### config.mk
export PLATFORM = sky130hd
export DESIGN_NAME = ged_ctrl
export DESIGN_NICKNAME = d
export VERILOG_FILES = /design/src/hdl/ged_pkg.sv /design/src/hdl/ged_ctrl.sv
export SDC_FILE = /design/constraint.sdc
export NUM_CORES = 1
export LEC_CHECK = 0
export BUFFER_PORTS_ARGS = -buffer_cell sky130_fd_sc_hd__buf_4
export CORE_MARGIN = 3
export CORE_UTILIZATION = 41
export CTS_BUF_LIST = sky130_fd_sc_hd__clkbuf_4
export CTS_CLUSTER_SIZE = 24
export DETAILED_ROUTE_END_ITERATION = 6
export GPL_ROUTABILITY_DRIVEN = 0
export HOLD_SLACK_MARGIN = 0.02
export PLACE_DENSITY_LB_ADDON = 0.3
export SYNTH_ARGS = -nofsm -noshare
export SYNTH_HDL_FRONTEND = slang
export SYNTH_SLANG_ARGS = --single-unit
### constraint.sdc
create_clock -name clk -period 7.6 [get_ports clk]
set_clock_uncertainty 0.2 [all_clocks]
set_input_delay 0 -clock clk [delete_from_list [all_inputs] [get_ports clk]]
set_output_delay 0 -clock clk [all_outputs]
set_load 0.05 [all_outputs]
### src/hdl/ged_pkg.sv
// ----------------------------------------------------------------------------
// ged_pkg
// Shared types, widths and saturation helper for the determinant engine.
// ----------------------------------------------------------------------------
`timescale 1ns / 1ps
`default_nettype none

package ged_pkg;

  localparam int ELEM_W = 32;
  localparam int WORK_W = 48;
  localparam int DET_W  = 64;
  localparam int FRAC_W = 16;
  localparam int SIZE_W = 4;
  localparam int SWAP_W = 3;

  localparam logic [DET_W-1:0] WORK_MAX = 64'h0000_7FFF_FFFF_FFFF;
  localparam logic [DET_W-1:0] DET_MAX  = 64'h7FFF_FFFF_FFFF_FFFF;
  localparam logic [DET_W-1:0] DET_ONE  = 64'h0000_0000_0001_0000;

  localparam logic REG_MATRIX_SIZE = 1'b0;

  // write data select
  localparam logic [2:0] WR_ELEM = 3'd0;
  localparam logic [2:0] WR_ZERO = 3'd1;
  localparam logic [2:0] WR_RDA  = 3'd2;
  localparam logic [2:0] WR_RDB  = 3'd3;
  localparam logic [2:0] WR_DIFF = 3'd4;

  typedef struct packed {
    logic       rd_en;
    logic       wr_en;
    logic [2:0] wr_sel;
    logic       div_start;
    logic       mul_start;
    logic       mul_det;
    logic       clear;
    logic       swap_inc;
    logic       det_take;
    logic       det_zero;
    logic       out_load;
  } cmd_t;

  typedef struct packed {
    logic rd_a_zero;
    logic div_done;
    logic mul_done;
    logic out_full;
  } stat_t;

  typedef struct packed {
    logic [DET_W-1:0] value;
    logic             sat;
  } sat_val_t;

  // signed value from sign and magnitude, clamped to [-(maxpos+1), maxpos]
  function automatic sat_val_t sat_signed(input logic neg, input logic [DET_W-1:0] mag,
                                          input logic [DET_W-1:0] maxpos);
    sat_val_t         res;
    logic [DET_W-1:0] m;
    m       = mag;
    res.sat = 1'b0;
    if (neg) begin
      if (mag > maxpos + 64'd1) begin
        m       = maxpos + 64'd1;
        res.sat = 1'b1;
      end
      res.value = -m;
    end else begin
      if (mag > maxpos) begin
        m       = maxpos;
        res.sat = 1'b1;
      end
      res.value = m;
    end
    return res;
  endfunction

endpackage

`default_nettype wire

### src/hdl/ged_ctrl.sv
// ----------------------------------------------------------------------------
// ged_ctrl
// Sequencer for loading, pivot search, row swap, elimination and product.
// ----------------------------------------------------------------------------
`timescale 1ns / 1ps
`default_nettype none

module ged_ctrl #(
  parameter int MAX_DIM = 8
) (
  input  wire                               clk,
  input  wire                               rst,
  input  wire [ged_pkg::SIZE_W-1:0]         matrix_size,
  input  wire                               cfg_wr,
  input  wire                               element_valid,
  output logic                              element_ready,
  input  wire ged_pkg::stat_t               stat,
  output ged_pkg::cmd_t                     cmd,
  output logic [2*$clog2(MAX_DIM)-1:0]      rd_addr_a,
  output logic [2*$clog2(MAX_DIM)-1:0]      rd_addr_b,
  output logic [2*$clog2(MAX_DIM)-1:0]      wr_addr
);

  localparam int IDX_W = $clog2(MAX_DIM);
  localparam int CNT_W = $clog2(MAX_DIM + 1);
  localparam int AW    = 2 * IDX_W;

  localparam logic [4:0] S_LOAD     = 5'd0;
  localparam logic [4:0] S_COL      = 5'd1;
  localparam logic [4:0] S_SRCH_RD  = 5'd2;
  localparam logic [4:0] S_SRCH_CHK = 5'd3;
  localparam logic [4:0] S_SWP_RD   = 5'd4;
  localparam logic [4:0] S_SWP_W1   = 5'd5;
  localparam logic [4:0] S_SWP_W2   = 5'd6;
  localparam logic [4:0] S_ROW      = 5'd7;
  localparam logic [4:0] S_DIV_GO   = 5'd8;
  localparam logic [4:0] S_DIV_WAIT = 5'd9;
  localparam logic [4:0] S_ELIM_COL = 5'd10;
  localparam logic [4:0] S_MUL_GO   = 5'd11;
  localparam logic [4:0] S_MUL_WAIT = 5'd12;
  localparam logic [4:0] S_ZROW     = 5'd13;
  localparam logic [4:0] S_DET_RD   = 5'd14;
  localparam logic [4:0] S_DET_CHK  = 5'd15;
  localparam logic [4:0] S_DET_WAIT = 5'd16;
  localparam logic [4:0] S_FINAL    = 5'd17;

  logic [4:0]       state, state_next;
  logic [CNT_W-1:0] i, i_next;
  logic [CNT_W-1:0] j, j_next;
  logic [CNT_W-1:0] r, r_next;
  logic [CNT_W-1:0] m, m_next;
  logic [CNT_W-1:0] p, p_next;
  logic [CNT_W-1:0] n;
  logic [CNT_W-1:0] n_last;

  function automatic logic [AW-1:0] addr(input logic [CNT_W-1:0] row,
                                         input logic [CNT_W-1:0] col);
    return {row[IDX_W-1:0], col[IDX_W-1:0]};
  endfunction

  always_comb begin
    if (matrix_size == '0) begin
      n = CNT_W'(1);
    end else if (int'(matrix_size) > MAX_DIM) begin
      n = CNT_W'(MAX_DIM);
    end else begin
      n = CNT_W'(matrix_size);
    end
    n_last = n - CNT_W'(1);
  end

  always_comb begin
    state_next    = state;
    i_next        = i;
    j_next        = j;
    r_next        = r;
    m_next        = m;
    p_next        = p;
    cmd           = '0;
    rd_addr_a     = '0;
    rd_addr_b     = '0;
    wr_addr       = '0;
    element_ready = 1'b0;
    unique case (state)
      S_LOAD: begin
        element_ready = !cfg_wr;
        wr_addr       = addr(i, j);
        if (cfg_wr) begin
          i_next = '0;
          j_next = '0;
        end else if (element_valid) begin
          cmd.wr_en  = 1'b1;
          cmd.wr_sel = ged_pkg::WR_ELEM;
          if (j == n_last) begin
            j_next = '0;
            if (i == n_last) begin
              i_next     = '0;
              r_next     = '0;
              m_next     = '0;
              cmd.clear  = 1'b1;
              state_next = S_COL;
            end else begin
              i_next = i + CNT_W'(1);
            end
          end else begin
            j_next = j + CNT_W'(1);
          end
        end
      end
      S_COL: begin
        if (m == n || r == n) begin
          i_next     = r;
          j_next     = '0;
          state_next = S_ZROW;
        end else begin
          p_next     = r;
          state_next = S_SRCH_RD;
        end
      end
      S_SRCH_RD: begin
        cmd.rd_en  = 1'b1;
        rd_addr_a  = addr(p, m);
        state_next = S_SRCH_CHK;
      end
      S_SRCH_CHK: begin
        if (!stat.rd_a_zero) begin
          if (p != r) begin
            j_next     = '0;
            state_next = S_SWP_RD;
          end else begin
            i_next     = r + CNT_W'(1);
            state_next = S_ROW;
          end
        end else if (p == n_last) begin
          m_next     = m + CNT_W'(1);
          state_next = S_COL;
        end else begin
          p_next     = p + CNT_W'(1);
          state_next = S_SRCH_RD;
        end
      end
      S_SWP_RD: begin
        cmd.rd_en  = 1'b1;
        rd_addr_a  = addr(p, j);
        rd_addr_b  = addr(r, j);
        state_next = S_SWP_W1;
      end
      S_SWP_W1: begin
        cmd.wr_en  = 1'b1;
        cmd.wr_sel = ged_pkg::WR_RDA;
        wr_addr    = addr(r, j);
        state_next = S_SWP_W2;
      end
      S_SWP_W2: begin
        cmd.wr_en  = 1'b1;
        cmd.wr_sel = ged_pkg::WR_RDB;
        wr_addr    = addr(p, j);
        if (j == n_last) begin
          cmd.swap_inc = 1'b1;
          i_next       = r + CNT_W'(1);
          state_next   = S_ROW;
        end else begin
          j_next     = j + CNT_W'(1);
          state_next = S_SWP_RD;
        end
      end
      S_ROW: begin
        if (i == n) begin
          r_next     = r + CNT_W'(1);
          m_next     = m + CNT_W'(1);
          state_next = S_COL;
        end else begin
          cmd.rd_en  = 1'b1;
          rd_addr_a  = addr(i, m);
          rd_addr_b  = addr(r, m);
          state_next = S_DIV_GO;
        end
      end
      S_DIV_GO: begin
        cmd.div_start = 1'b1;
        state_next    = S_DIV_WAIT;
      end
      S_DIV_WAIT: begin
        if (stat.div_done) begin
          j_next     = '0;
          state_next = S_ELIM_COL;
        end
      end
      S_ELIM_COL: begin
        if (j == n) begin
          i_next     = i + CNT_W'(1);
          state_next = S_ROW;
        end else if (j == m) begin
          cmd.wr_en  = 1'b1;
          cmd.wr_sel = ged_pkg::WR_ZERO;
          wr_addr    = addr(i, j);
          j_next     = j + CNT_W'(1);
        end else begin
          cmd.rd_en  = 1'b1;
          rd_addr_a  = addr(i, j);
          rd_addr_b  = addr(r, j);
          state_next = S_MUL_GO;
        end
      end
      S_MUL_GO: begin
        cmd.mul_start = 1'b1;
        state_next    = S_MUL_WAIT;
      end
      S_MUL_WAIT: begin
        if (stat.mul_done) begin
          cmd.wr_en  = 1'b1;
          cmd.wr_sel = ged_pkg::WR_DIFF;
          wr_addr    = addr(i, j);
          j_next     = j + CNT_W'(1);
          state_next = S_ELIM_COL;
        end
      end
      S_ZROW: begin
        if (i == n) begin
          i_next     = '0;
          state_next = S_DET_RD;
        end else begin
          cmd.wr_en  = 1'b1;
          cmd.wr_sel = ged_pkg::WR_ZERO;
          wr_addr    = addr(i, j);
          if (j == n_last) begin
            j_next = '0;
            i_next = i + CNT_W'(1);
          end else begin
            j_next = j + CNT_W'(1);
          end
        end
      end
      S_DET_RD: begin
        cmd.rd_en  = 1'b1;
        rd_addr_a  = addr(i, i);
        state_next = S_DET_CHK;
      end
      S_DET_CHK: begin
        cmd.mul_det = 1'b1;
        if (stat.rd_a_zero) begin
          cmd.det_zero = 1'b1;
          state_next   = S_FINAL;
        end else begin
          cmd.mul_start = 1'b1;
          state_next    = S_DET_WAIT;
        end
      end
      S_DET_WAIT: begin
        if (stat.mul_done) begin
          cmd.det_take = 1'b1;
          if (i == n_last) begin
            state_next = S_FINAL;
          end else begin
            i_next     = i + CNT_W'(1);
            state_next = S_DET_RD;
          end
        end
      end
      S_FINAL: begin
        if (!stat.out_full) begin
          cmd.out_load = 1'b1;
          i_next       = '0;
          j_next       = '0;
          state_next   = S_LOAD;
        end
      end
      default: begin
        state_next = S_LOAD;
      end
    endcase
  end

  always_ff @(posedge clk) begin
    if (rst) begin
      state <= S_LOAD;
      i     <= '0;
      j     <= '0;
      r     <= '0;
      m     <= '0;
      p     <= '0;
    end else begin
      state <= state_next;
      i     <= i_next;
      j     <= j_next;
      r     <= r_next;
      m     <= m_next;
      p     <= p_next;
    end
  end

endmodule

`default_nettype wire

==> reports/results.ini <==
[cells_and_area]
instances_no_fill = 542
postLayoutCellArea_sq_um = 3380
num_antenna_cells = 0
layout_common_cells = nor2_1, buf_4, nand2_1
area_growth_pct = 11.2
nNetsFinal = 465
drive_above_1_share = 0.155

[placed_design]
placed_cell_area_sq_um = 3310
place_inst = 534
io_buffer_count = 43
place_hpwl_um = 7050
post-place-ws_ns = 4.48

[yosys]
ys_types = 75
yosysTopAreaCell = dfxtp_1
avgSynthCellArea_sq_um = 7.06
syn_inst = 431
ys_seq_area_frac = 0.165
synth_area_sq_um = 3040
ys_ff_latch = 25
syn_nets = 449
synth_top_area_frac = 0.165
yosys_warnings = 0
ys.flop_type = dfxtp_1
synth-edff-count = 0
async_reset_ff_frac = 0
synthTopCellsByArea = dfxtp_1, nor2_1, a21oi_1

[pwr]
p_leak_nw = 1.37
vdd_drop_max_mv = 0.176
power_density_nw_per_um2 = 248

[floorplan]
start_util = 0.436
num_io_pins = 44
rows = 30
die_y_um = 92.1
dieArea_sq_um = 8490
core_region_area_sq_um = 6980
die_w_um = 92.1

[job]
drv_cap = 0

[timing]
hold_viol_final = 0
fin_ws_ns = 4.18
slew-limit-headroom = 0.390
slew_viol_final = 0
tightest_slew_ns = 0.913
timing.hold.ws_ns = 0.193
period_share = 0.450
rsz0062_at_grt = no
period_needed_ns = 3.42
max_freq_ghz = 0.293
setup_tns_ns = 0
report.final.setup_viol = 0

[detailed_routing]
ant_nets = 0
viasPerCell = 6.13
via_count = 3325
drt_pass1_iterations = 5
drt_iter0_drc = 466
wire_per_inst_um = 17.6
remaining_drc_errors = 0
drt_wl_total_um = 9520

[global_route]
grt_max_degree = 32
grt_pass1_vias = 2918
grt-ovfl-total = 0
grt.total_usage = 0.219
grt_pass1_wl_um = 15200
antenna_found_initial = 0

[worst_setup_path]
path_max_fanout = 25
max_stage_delay_ns = 0.83
critPathBufInv = 1
crit_required_ns = 7.40
critical-path-slowest-cell = dfxtp_1
worstSetupPathType = reg -> out
cp-start-kind = flop
worstPathArrival_ns = 3.22
cp_cell_sequence = or3b_1 > nor2_1 > o21ai_1 > nand2b_1 > o21ai_0 > nand2b_1 > and2_1 > buf_4
crit_top_cell = nand2b_1
cp_top_family = simple AND/OR/NAND/NOR gates
crit_path_end_kind = primary output

[clock_tree]
htreeDepth = 1
cts_tree = yes
clk_latency_ns = 0.34
cts_resized = 0
clockRootBuffer = clkbuf_4
cts_num_sinks = 25
clk_pin_slew_worst_paths_ns = 0.16
cts_buffer_depth = 2
numCtsBuffers = 3

[outcome]
outcome = complete, no violations

[min_path]
holdCritPathClass = in -> reg

tightest hold or removal path: cells and delay by family:
kind                   cells  cell delay, ns
and+or+nand+nor            1            0.12
AOI/OAI and AO/OA          4            0.46
buffers and inverters      1            0.12
routing by layer:
layer	global-route usage	vias up	share of wire
li1	-	1587	-
met1	0.306	1554	0.45
met2	0.350	164	0.45
met3	0.0345	20	0.079
met4	0.0606	0	0.021
met5	0	-	0
repair_timing:
item | in CTS | in global routing
endpoints found under the hold margin | 25 | 0
hold buffers | 4 | 0
setup buffers | 0 | 0
sequential cells by signal (all words and copies together) (netlist names):
signal	flops
i	4
j	4
m	4
p	4
r	4
state	5
final timing paths:
path	startpoint	endpoint	slack [ns]	cells past startpoint
worst max-delay path	state[1]$_SDFFE_PP0P_	rd_addr_b[5]	4.18	8
worst min-delay path	cfg_wr	j[1]$_SDFFE_PP0P_	0.19	6
worst max register to register	state[3]$_SDFFE_PP0P_	j[3]$_SDFFE_PP0P_	4.43	7
worst min register to register	p[3]$_SDFFE_PP0P_	p[3]$_SDFFE_PP0P_	0.36	2
cell type report:
type / count / area, sq um
Fill cell: 749 / 3600
Multi-Input combinational cell: 353 / 2300
Inverter: 17 / 63.8
Timing Repair Buffer: 47 / 363
Tap cell: 96 / 120
Clock buffer: 4 / 30.0
Sequential cell: 25 / 500
cell usage after synthesis (9+ instances only):
library cell,instances
nand2b_1,16
xnor2_1,10
inv_1,17
nor3_1,15
dfxtp_1,25
xor2_1,11
nand2_1,34
nand3_1,16
o21ai_0,22
a21oi_1,30
clkbuf_1,17
nor2_1,43
nor2b_1,11
buf_2,9
logic make-up after synthesis:
logic type      share of synthesized area
buf+inv                            0.0777
flops                               0.165
xor+xnor                           0.0827
mux                               0.00699
simple gates                        0.362
fa+ha+maj                          0.0247
compound gates                      0.281
report_power, final:
part / internal (mW) / switching, mW
sequential: 0.146 / 0.0705
clock: 0.0242 / 0.0449
combinational: 0.211 / 0.340
total: 0.382 / 0.456
metrics by stage:
stage	util	power (mW)
after detailed placement	0.474	0.754
after global routing	0.484	0.895
after floorplan	-	0.639
final	0.484	0.837
after global placement	0.474	0.745
after CTS	0.484	0.826
No activity file was read; power rests on OpenSTA's default activity.
